`src/assert_macros.svh`:
```
// Assertion macros used by the top-level RTL file.
// Clock is clock, disabled while reset is high.
`ifndef ASSERT_MACROS_SVH
`define ASSERT_MACROS_SVH

`define ASSERT_SYNC(lbl, prop, msg) \
   lbl: assert property (@(posedge clock) disable iff (reset) prop) else $error(msg);

`define ASSERT_IMPL(lbl, ante, cons, msg) \
   `ASSERT_SYNC(lbl, (ante) |-> (cons), msg)

`endif

```
`src/ndte_pkg.sv`:
```
// Package for the date/time to epoch converter: constants, calendar tables,
// and the stage enable type. No dependencies.
package ndte_pkg;

   localparam int NUM_STAGES = 8;

   // floor(x / 10000) = (x * DIV10K_MUL) >> 34, exact for x < 2**20
   localparam logic [20:0] DIV10K_MUL = 21'd1717987;
   // floor(x / 100) = (x * DIV100_MUL) >> 19, exact for x < 10000
   localparam logic [12:0] DIV100_MUL = 13'd5243;
   localparam logic [13:0] DEC_10K    = 14'd10000;
   localparam logic [6:0]  DEC_100    = 7'd100;

   localparam logic [6:0]  YEAR_PIVOT = 7'd70;
   localparam logic [6:0]  OFF_2000   = 7'd30;
   localparam logic [11:0] SEC_PER_HR = 12'd3600;
   localparam logic [5:0]  SEC_PER_MN = 6'd60;
   localparam logic [16:0] SEC_PER_DY = 17'd86400;
   localparam logic [19:0] US_PER_SEC = 20'd1000000;
   localparam logic [8:0]  DAY_PER_YR = 9'd365;
   localparam logic [6:0]  MON_FEB    = 7'd2;
   localparam logic [6:0]  MON_DEC    = 7'd12;

   typedef struct packed {
      logic s1;
      logic s2;
      logic s3;
      logic s4;
   } split_en_type;

   function automatic logic [4:0] month_days(input logic [6:0] mon);
      logic [4:0] len;
      case (mon)
         7'd1:    len = 5'd31;
         7'd2:    len = 5'd28;
         7'd3:    len = 5'd31;
         7'd4:    len = 5'd30;
         7'd5:    len = 5'd31;
         7'd6:    len = 5'd30;
         7'd7:    len = 5'd31;
         7'd8:    len = 5'd31;
         7'd9:    len = 5'd30;
         7'd10:   len = 5'd31;
         7'd11:   len = 5'd30;
         7'd12:   len = 5'd31;
         default: len = 5'd0;
      endcase
      return len;
   endfunction

   // days in the months before mon, non-leap year
   function automatic logic [8:0] month_cum(input logic [6:0] mon);
      logic [8:0] cum;
      case (mon)
         7'd1:    cum = 9'd0;
         7'd2:    cum = 9'd31;
         7'd3:    cum = 9'd59;
         7'd4:    cum = 9'd90;
         7'd5:    cum = 9'd120;
         7'd6:    cum = 9'd151;
         7'd7:    cum = 9'd181;
         7'd8:    cum = 9'd212;
         7'd9:    cum = 9'd243;
         7'd10:   cum = 9'd273;
         7'd11:   cum = 9'd304;
         7'd12:   cum = 9'd334;
         default: cum = 9'd0;
      endcase
      return cum;
   endfunction

endpackage

```
`src/ndte_dec_split.sv`:
```
// Four-stage split of a six-digit decimal number into its digit pairs.
// Uses ndte_pkg for reciprocal constants and the stage enable type.
module ndte_dec_split (
   input  logic                  clock,
   input  ndte_pkg::split_en_type en,
   input  logic [19:0]           val,
   output logic [6:0]            hi,
   output logic [6:0]            mid,
   output logic [6:0]            lo
);
   import ndte_pkg::*;

   logic [40:0] prod1_ff;
   logic [19:0] val1_ff;
   logic [6:0]  hi2_ff, hi3_ff, hi4_ff;
   logic [13:0] rem2_ff, rem3_ff;
   logic [25:0] prod3_ff;
   logic [6:0]  mid4_ff, lo4_ff;

   logic [6:0]  quo1;
   logic [19:0] quo1_scaled;
   logic [19:0] rem2_full;
   logic [6:0]  mid3;
   logic [13:0] mid3_scaled;
   logic [13:0] lo3_full;

   assign quo1        = prod1_ff[40:34];
   assign quo1_scaled = 20'(quo1) * 20'(DEC_10K);
   assign rem2_full   = val1_ff - quo1_scaled;
   assign mid3        = prod3_ff[25:19];
   assign mid3_scaled = 14'(mid3) * 14'(DEC_100);
   assign lo3_full    = rem3_ff - mid3_scaled;

   always_ff @(posedge clock) begin
      if (en.s1) begin
         prod1_ff <= 41'(val) * 41'(DIV10K_MUL);
         val1_ff  <= val;
      end
      if (en.s2) begin
         hi2_ff  <= quo1;
         rem2_ff <= rem2_full[13:0];
      end
      if (en.s3) begin
         hi3_ff   <= hi2_ff;
         rem3_ff  <= rem2_ff;
         prod3_ff <= 26'(27'(rem2_ff) * 27'(DIV100_MUL));
      end
      if (en.s4) begin
         hi4_ff  <= hi3_ff;
         mid4_ff <= mid3;
         lo4_ff  <= lo3_full[6:0];
      end
   end

   assign hi  = hi4_ff;
   assign mid = mid4_ff;
   assign lo  = lo4_ff;

endmodule

```
`src/nmea_datetime_to_epoch_us.sv`:
```
// Top level: decimal time and date to Unix epoch microseconds.
// Uses ndte_pkg, ndte_dec_split and assert_macros.svh.
//
//   channel | direction | handshake            | payload
//   req     | in        | req_valid/req_stall  | req_time_hhmmss, req_date_ddmmyy
//   rsp     | out       | rsp_valid/rsp_stall  | rsp_epoch_us, rsp_date_valid
//
// Eight register stages; one transaction per cycle while rsp_stall is low. Depth
// is set by the reciprocal splits (4 stages), the calendar stage, day multiply,
// seconds sum and microsecond multiply. Each stage loads when it is empty or the
// next moves, so bubbles close up under rsp_stall. Reset clears the valid bits.
module nmea_datetime_to_epoch_us (
   input  logic               clock,
   input  logic               reset,
   input  logic               req_valid,
   output logic               req_stall,
   input  logic [19:0]        req_time_hhmmss,
   input  logic [19:0]        req_date_ddmmyy,
   output logic               rsp_valid,
   input  logic               rsp_stall,
   output logic signed [52:0] rsp_epoch_us,
   output logic               rsp_date_valid
);
   import ndte_pkg::*;

   logic [NUM_STAGES-1:0] valid_ff;
   logic [NUM_STAGES:0]   stage_ready;
   split_en_type          split_en;

   logic [6:0] hh, mi, ss, day, mon, yy;

   // calendar stage
   logic [6:0]  year_off;
   logic        leap;
   logic [4:0]  mon_len;
   logic [8:0]  mon_cum;
   logic [15:0] days_year;
   logic [15:0] days_in;
   logic        ok_in;
   logic [18:0] sod_in;

   logic [15:0] days5_ff;
   logic        ok5_ff, ok6_ff, ok7_ff;
   logic [18:0] sod5_ff, sod6_ff;
   logic [31:0] dprod6_ff;
   logic [31:0] secs7_ff;
   logic [51:0] us_prod;
   logic signed [52:0] epoch8_ff;
   logic        ok8_ff;

   always_comb begin
      stage_ready[NUM_STAGES] = !rsp_stall;
      for (int k = NUM_STAGES - 1; k >= 0; k--) begin
         stage_ready[k] = !valid_ff[k] || stage_ready[k+1];
      end
   end

   assign req_stall   = !stage_ready[0];
   assign split_en.s1 = stage_ready[0];
   assign split_en.s2 = stage_ready[1];
   assign split_en.s3 = stage_ready[2];
   assign split_en.s4 = stage_ready[3];

   always_ff @(posedge clock) begin
      if (reset) begin
         valid_ff <= '0;
      end else begin
         if (stage_ready[0]) begin
            valid_ff[0] <= req_valid;
         end
         for (int k = 1; k < NUM_STAGES; k++) begin
            if (stage_ready[k]) begin
               valid_ff[k] <= valid_ff[k-1];
            end
         end
      end
   end

   ndte_dec_split u_time_split (
      .clock (clock),
      .en    (split_en),
      .val   (req_time_hhmmss),
      .hi    (hh),
      .mid   (mi),
      .lo    (ss)
   );

   ndte_dec_split u_date_split (
      .clock (clock),
      .en    (split_en),
      .val   (req_date_ddmmyy),
      .hi    (day),
      .mid   (mon),
      .lo    (yy)
   );

   // years 1970..2069 only; 2000 is the one century year and it is leap
   assign year_off  = (yy < YEAR_PIVOT) ? (yy + OFF_2000) : (yy - YEAR_PIVOT);
   assign leap      = (yy[1:0] == 2'b00);
   assign mon_len   = month_days(mon) + 5'((mon == MON_FEB) && leap);
   assign mon_cum   = month_cum(mon) + 9'((mon > MON_FEB) && leap);
   assign days_year = 16'(year_off) * 16'(DAY_PER_YR) + 16'((8'(year_off) + 8'd1) >> 2);
   assign days_in   = days_year + 16'(mon_cum) + 16'(day) - 16'd1;
   assign ok_in     = (mon != 7'd0) && (mon <= MON_DEC) && (day != 7'd0)
                      && (day <= 7'(mon_len));
   assign sod_in    = 19'(hh) * 19'(SEC_PER_HR) + 19'(mi) * 19'(SEC_PER_MN) + 19'(ss);

   assign us_prod = 52'(secs7_ff) * 52'(US_PER_SEC);

   always_ff @(posedge clock) begin
      if (stage_ready[4]) begin
         days5_ff <= days_in;
         ok5_ff   <= ok_in;
         sod5_ff  <= sod_in;
      end
      if (stage_ready[5]) begin
         dprod6_ff <= 32'(33'(days5_ff) * 33'(SEC_PER_DY));
         ok6_ff    <= ok5_ff;
         sod6_ff   <= sod5_ff;
      end
      if (stage_ready[6]) begin
         secs7_ff <= dprod6_ff + 32'(sod6_ff);
         ok7_ff   <= ok6_ff;
      end
      if (stage_ready[7]) begin
         epoch8_ff <= ok7_ff ? signed'({1'b0, us_prod}) : '1;
         ok8_ff    <= ok7_ff;
      end
   end

   assign rsp_valid      = valid_ff[NUM_STAGES-1];
   assign rsp_epoch_us   = epoch8_ff;
   assign rsp_date_valid = ok8_ff;

   `include "assert_macros.svh"

   `ASSERT_IMPL(a_invalid_all_ones, rsp_valid && !rsp_date_valid, &rsp_epoch_us, "bad date not -1")
   `ASSERT_IMPL(a_valid_nonneg, rsp_valid && rsp_date_valid, !rsp_epoch_us[52], "negative epoch")
   `ASSERT_IMPL(a_stall_only_full, req_stall, &valid_ff, "input stalled with a bubble")

endmodule
```
`config.mk`:
```
export PLATFORM = sky130hd
export DESIGN_NAME = nmea_datetime_to_epoch_us
export DESIGN_NICKNAME = d
export VERILOG_FILES = /design/src/ndte_pkg.sv /design/src/ndte_dec_split.sv /design/src/nmea_datetime_to_epoch_us.sv
export VERILOG_INCLUDE_DIRS = /design/src /design/src/src
export SDC_FILE = /design/constraint.sdc
export NUM_CORES = 2
export LEC_CHECK = 0
export ABC_AREA = 1
export BUFFER_PORTS_ARGS = -buffer_cell sky130_fd_sc_hd__buf_2
export CAP_MARGIN = 0
export CORE_MARGIN = 5
export CORE_UTILIZATION = 30
export DETAILED_ROUTE_END_ITERATION = 12
export GPL_ROUTABILITY_DRIVEN = 0
export GPL_TIMING_DRIVEN = 0
export PLACE_DENSITY = 0.46
export SYNTH_ARGS = -nofsm -noshare
export SYNTH_HDL_FRONTEND = slang
export SYNTH_SLANG_ARGS = --single-unit
```
`constraint.sdc`:
```
create_clock -name clock -period 5.3 [get_ports clock]
set_input_delay 0.265 -clock clock [delete_from_list [all_inputs] [get_ports clock]]
set_output_delay 0.265 -clock clock [all_outputs]
set_load 0.01 [all_outputs]
```
; Word-level counts from Yosys, hierarchy flattened
; Memory sizes are Yosys's and may differ from the RTL's. A register that Yosys moved wholly into a read port is not among the register bits.
; Index checks and enable logic that the tools add are counted.
; W data, S select, Z words.
[word_totals]
register_bits = 450
mem_bits_ro = 224
in_bits = 44
output_inout_bits = 56
word_cells = 108
n_memories = 2
[op_classes]
n_addsub = 16
mul = 13
order_cmp = 4
n_eq_ne = 1
mux = 6
n_reduce_logical = 27
[mem_list]
columns = memory, words, width, read_ports, rd_ports_with_merged_regs, write_ports, line_no
row1 = (name not given), 16, 9, 1, 1, 0, ndte_pkg.sv:54  ; case (mon)
row2 = (name not given), 16, 5, 1, 1, 0, ndte_pkg.sv:33  ; case (mon)
[op_table]
columns = cell, count
row1 = $mul A20 B21 Y41 const B, 2
row2 = $mux W53, 1
row3 = $mul A14 B13 Y26 const B, 2
row4 = $mul A32 B14 Y46 const B, 1
row5 = $add A32 B19 Y32, 1
row6 = $sub A14 B14 Y14, 2
row7 = $mul A16 B10 Y25 const B, 1
row8 = $mul A7 B10 Y10 const B, 2
row9 = $add A19 B13 Y19, 1
row10 = $add A19 B7 Y19, 1
row11 = $add A16 B6 Y16, 1
row12 = $add A16 B7 Y16, 1
row13 = $add A16 B9 Y16, 1
row14 = $mul A7 B9 Y16 const B, 1
row15 = $sub A16 B1 Y16 const B, 1
row16 = $mul A7 B8 Y15 const B, 1
row17 = $mul A7 B5 Y5 const B, 2
row18 = $reduce_bool A7 Y1, 2
row19 = $sub A7 B7 Y7, 2
row20 = $mul A7 B4 Y11 const B, 1
row21 = $logic_not A1 Y1, 10
row22 = $add A9 B1 Y9, 1
row23 = $mux W9, 1
row24 = $add A7 B1 Y8 const B, 1
row25 = other kinds (15), 27

; Logic depth before layout (Yosys ltp)
[logic_depth]
word_depth = 10
depth_mapped = 29
mapped_depth_nobuf = 29

; Hierarchy
; A second synthesis with hierarchy kept.
[unflattened]
hier_cells = 6170
area_unflattened_um2 = 54242.0
[by_module_without_submodules]
columns = mod, instances, cells_each, area_each_um2, seq_area_each_um2
row1 = nmea_datetime_to_epoch_us, 1, 2682, 22909.5, 5024.8
row2 = ndte_dec_split at u_time_split, 1, 1743, 15702.6, 2522.4
row3 = ndte_dec_split at u_date_split, 1, 1745, 15630.0, 2522.4

; Worst setup path after synthesis
; Ideal clock, no wire load.
[synth_path]
kind = register -> register
from = reg u_date_split.lo4_ff[1] (netlist: u_date_split.lo[1])
to = reg days5_ff[11] (data pin)
setup_ps = 259
t_arrival_ps = 5527
required_ps = 5041
setup_slack_ps = -486
stages_incl_launch_ff = 24
n_path_buf = 0
period_less_slack_ps = 5786
cell_sequence = edfxtp_1 > inv_1 > ha_1 > inv_1 > a311oi_1 > ha_1 > ha_1 > nor3b_1 > nand3_1 > xor2_1 > fa_1 > fa_1 > inv_1 > fa_1 > fa_1 > inv_1 > fa_1 > inv_1 > ha_1 > a21oi_1 > inv_1 > o21ai_0 > nand3b_1 > xor2_1
[synth_via]
elab_chain_len = 7
word_cells_on_any_way = 13
classes_between = add/sub: 8 / mul: 1 / order compare: 1 / mux: 1 / reduce/logical: 2
[synth_lines]
columns = item, line_no
row1 = start: declaration, ndte_dec_split.sv:18  ; logic [6:0] mid4_ff, lo4_ff;
row2 = start signal: assignment, ndte_dec_split.sv:51  ; lo4_ff <= lo3_full[6:0];
row3 = "$sub A7 B7 Y7, or another cell as far along", nmea_datetime_to_epoch_us.sv:98  ; assign year_off = (yy < YEAR_PIVOT) ? (yy + OFF_2000) : (yy - YEAR_PIVOT);
row4 = $mux W7, nmea_datetime_to_epoch_us.sv:98
row5 = $mul A7 B9 Y16 / $add A7 B1 Y8 (equally long branches), nmea_datetime_to_epoch_us.sv:102  ; assign days_year = 16'(year_off) * 16'(DAY_PER_YR) + 16'((8'(year_off) + 8'd1) >> 2);
row6 = $add A16 B6 Y16, nmea_datetime_to_epoch_us.sv:102
row7 = $add A16 B9 Y16 (*), nmea_datetime_to_epoch_us.sv:103  ; assign days_in = days_year + 16'(mon_cum) + 16'(day) - 16'd1;
row8 = $add A16 B7 Y16 (*), nmea_datetime_to_epoch_us.sv:103
row9 = $sub A16 B1 Y16 (*), nmea_datetime_to_epoch_us.sv:103
row10 = net days_in[11], nmea_datetime_to_epoch_us.sv:38  ; logic [15:0] days_in;
row11 = end signal: assignment, nmea_datetime_to_epoch_us.sv:112  ; days5_ff <= days_in;
row12 = end: declaration, nmea_datetime_to_epoch_us.sv:42  ; logic [15:0] days5_ff;
; The timed path passes the listed nets; every way through them passes the cells marked *.
; A chain may end at the register's enable or synchronous reset.

; Worst setup path after layout
[layout_path]
from = reg u_date_split.lo4_ff[0] (netlist: u_date_split.lo[0])
to = reg days5_ff[14] (data pin)
; Same word-level chain as after synthesis.

==> impl_metrics.yaml <==
synth:
  avgSynthCellArea_um2: 8.85
  synth-main-ff-cell: "edfxtp_1"
  synthTopCellsByArea: "fa_1 (25%), ha_1 (24%), edfxtp_1 (18%), inv_1 (12%), nand2_1 (7.5%)"
  syn_nets: 7854
  synth_top_area_frac: 0.248
  synthArstFlopShare: 0
  synthCells: 6116
  yosys_warnings: 0
  seq_area_frac_synth: 0.191
  ys_ff_latch: 350
  yosysUniqueCellTypes: 49
  yosysTopAreaCell: "fa_1"
  synthesis.area_mm2: 0.0541
  synth_edf_count: 330
clock_tree:
  clk_pin_slew_ns: 0.06
  insertion_delay_ns: 0.63
  h-tree-depth: 2
  cts_made_buffers: 45
  clock_sinks: 350
  clockBufferDepth: 3
  root_buffer: "clkbuf_16"
  cts_tree: "done"
floorplanning:
  initial_core_util: 0.302
  fp.dieW_um: 435
  ios: 100
  core_mm2: 0.179
  die_y_um: 435
  rows: 155
  dieArea_mm2: 0.189
grt:
  grt_overflow_total: 0
  antenna_found_initial: 2
  grt_pass1_wl_mm: 217
  first_global_vias: 40200
  grtUsageTotal: 0.142
  grt_max_degree: 52
setup_path:
  critPathCaptureType: "flip-flop"
  start_kind: "flip-flop"
  required_ns: 5.65
  r2r-start: "u_date_split.lo[0]"
  crit_fanout: 4
  cpMaxStageDelayCell: "fa_1"
  crit_arrival_ns: 5.87
  critical_path_class: "reg -> reg"
  worstSetupStartpoint: "u_date_split.lo[0]"
  cp_slowest_stage_delay_ns: 0.55
final_layout:
  fin_area_mm2: 0.0615
  drive_gt1_frac: 0.0898
  area_growth_pct: 13.7
  fillers: 18700
  num-nets-final: 8118
route:
  drcViolationCount: 0
  first_pass_iters: 7
  via_count: 38300
  drt_iter0_drc: 1644
  viasPerCell: 4.37
  ant_nets: 0
  wl_per_cell_um: 15.3
  routed_wl_mm: 134
run_status:
  violations: "setup timing"
  status: "complete, but fails checks"
timing:
  relSlewSlack: 0.376
  finClkSkew_ns: 0.0247
  max_freq_mhz: 181
  post-route-period-util: 1.04
  rsz0062_at_grt: "yes"
  setup_violations: 9
  drv_slew: 0
  finalHoldViolCount: 0
  postLayoutSetupSlackWorst_ns: -0.216
  fin_crit_ns: 5.52
  worst_pin_slew_ns: 0.935
min_path:
  hp-start: "req_date_ddmmyy[10]"
  hold_class: "in -> reg"
flow_run:
  maxCapViolCount: 0
placed_design:
  dp_hpwl_mm: 117
  port_buffers: 98
  dpl_cell_area_mm2: 0.0578
[area by class of cell]
cell class | instances | area [um^2] | area share
antenna | 3 | 7.51 | 0.000122
clock inverter | 27 | 340 | 0.00553
sequential | 350 | 10300 | 0.168
multi-input combinational | 4068 | 38700 | 0.629
buffer | 13 | 82.6 | 0.00134
inverter | 1685 | 6360 | 0.103
clock buffer | 57 | 1200 | 0.0195
tap | 2355 | 2950 | 0.0479
timing repair buffer | 217 | 1580 | 0.0257
[worst max-delay path, delay by kind of cell (launching register included)]
family	cells	cell delay, ns
fa+ha+maj	9	3.06
compound gates	3	0.57
simple gates	4	0.46
flops	1	0.41
buf+inv	7	0.38
xor+xnor	2	0.36
[timing repair]
| item | in CTS | in global routing |
|---|---|---|
| endpoints found under the setup margin | 49 | 54 |
| pin swaps | 27 | 81 |
| hold endpoints to repair | 12 | 4 |
| hold buffers | 12 | 4 |
| resized for setup | 117 | 226 |
| setup buffers | 43 | 52 |
[registers in the layout, indices dropped and copies added, names as in the netlist, 14 cells and up, named ones only]
register,cells
u_time_split.val1_ff,14
u_date_split.rem2_ff,14
rsp_epoch_us,47
sod5_ff,19
dprod6_ff,25
sod6_ff,19
secs7_ff,32
days5_ff,16
u_time_split.rem2_ff,14
u_date_split.val1_ff,14
[logic make-up (layout without fill, tap and decap cells)]
group,Yosys count,in the layout,synth area share
buf+inv,1698,1999,0.118
compound gates,434,434,0.0440
fa+ha+maj,1694,1694,0.485
other cells,0,3,0
flops,350,350,0.191
simple gates,1772,1772,0.135
xor+xnor,168,168,0.0277
[placed cells by master (no fill, tap or decap), types with 9 or more instances in the layout]
| master | instances |
|---|---|
| ha_2 | 11 |
| buf_2 | 90 |
| clkbuf_16 | 45 |
| ha_4 | 34 |
| xor2_1 | 96 |
| nor3_1 | 32 |
| nor2_4 | 26 |
| edfxtp_1 | 330 |
| ha_1 | 978 |
| nand3_1 | 181 |
| buf_4 | 102 |
| nor2_2 | 27 |
| o21ai_0 | 109 |
| xnor2_1 | 66 |
| dfxtp_1 | 20 |
| a21oi_1 | 219 |
| nand4_1 | 72 |
| a21oi_2 | 14 |
| inv_2 | 24 |
| nand2_1 | 1005 |
| or2_2 | 18 |
| nand2_4 | 15 |
| clkbuf_1 | 14 |
| inv_1 | 1649 |
| nand3_2 | 24 |
| a21o_1 | 21 |
| o21bai_1 | 29 |
| nand2_2 | 64 |
| nor2_1 | 286 |
| dlygate4sd3_1 | 16 |
| nand3b_1 | 9 |
| fa_1 | 668 |
[worst paths after layout]
| kind | endpoint | slack, ns | cells past startpoint |
|---|---|---|---|
| max | days5_ff[14] | -0.22 | 25 |
| min | u_date_split.val1_ff[10] | 0.03 | 1 |
| max reg2reg | days5_ff[14] | -0.22 | 25 |
| min reg2reg | u_time_split.mid[6] | 0.41 | 0 |
[per-layer routing]
| layer | GRT usage | routed length, um |
|---|---|---|
| met1 | 0.190 | 62500 |
| met2 | 0.252 | 65900 |
| met3 | 0.0116 | 3070 |
| met4 | 0.0249 | 2380 |
| met5 | 0 | 0 |
[metrics by stage]
stage | util | TNS [ns] | hold WS (ns) | setup slack [ns] | std cells
floorplan | - | -0.139 | 0.364 | -0.0791 | 6116
finish | 0.344 | -1.17 | 0.0280 | -0.216 | 8775
detailed placement | 0.323 | -23.61 | 0.405 | -0.862 | 8577
CTS | 0.336 | -1.42 | 0.00180 | -0.239 | 8716
global route | 0.344 | -3.85 | 0.00210 | -0.482 | 8772
global placement | 0.322 | -60.73 | 0.401 | -1.38 | 8569
[cells in the mapped netlist (21+ instances only)]
| cell type | instances |
|---|---|
| xor2_1 | 99 |
| edfxtp_1 | 330 |
| nor3_1 | 33 |
| o21bai_1 | 29 |
| xnor2_1 | 67 |
| nand3_1 | 204 |
| inv_1 | 1683 |
| fa_1 | 671 |
| nor2_1 | 335 |
| nand4_1 | 72 |
| nand2_1 | 1081 |
| o21ai_0 | 118 |
| ha_1 | 1023 |
| a21o_1 | 21 |
| a21oi_1 | 238 |
Power is left out: the tool's default activity adds up to more than one toggle a clock period on the data nets, which glitch-free logic cannot reach.
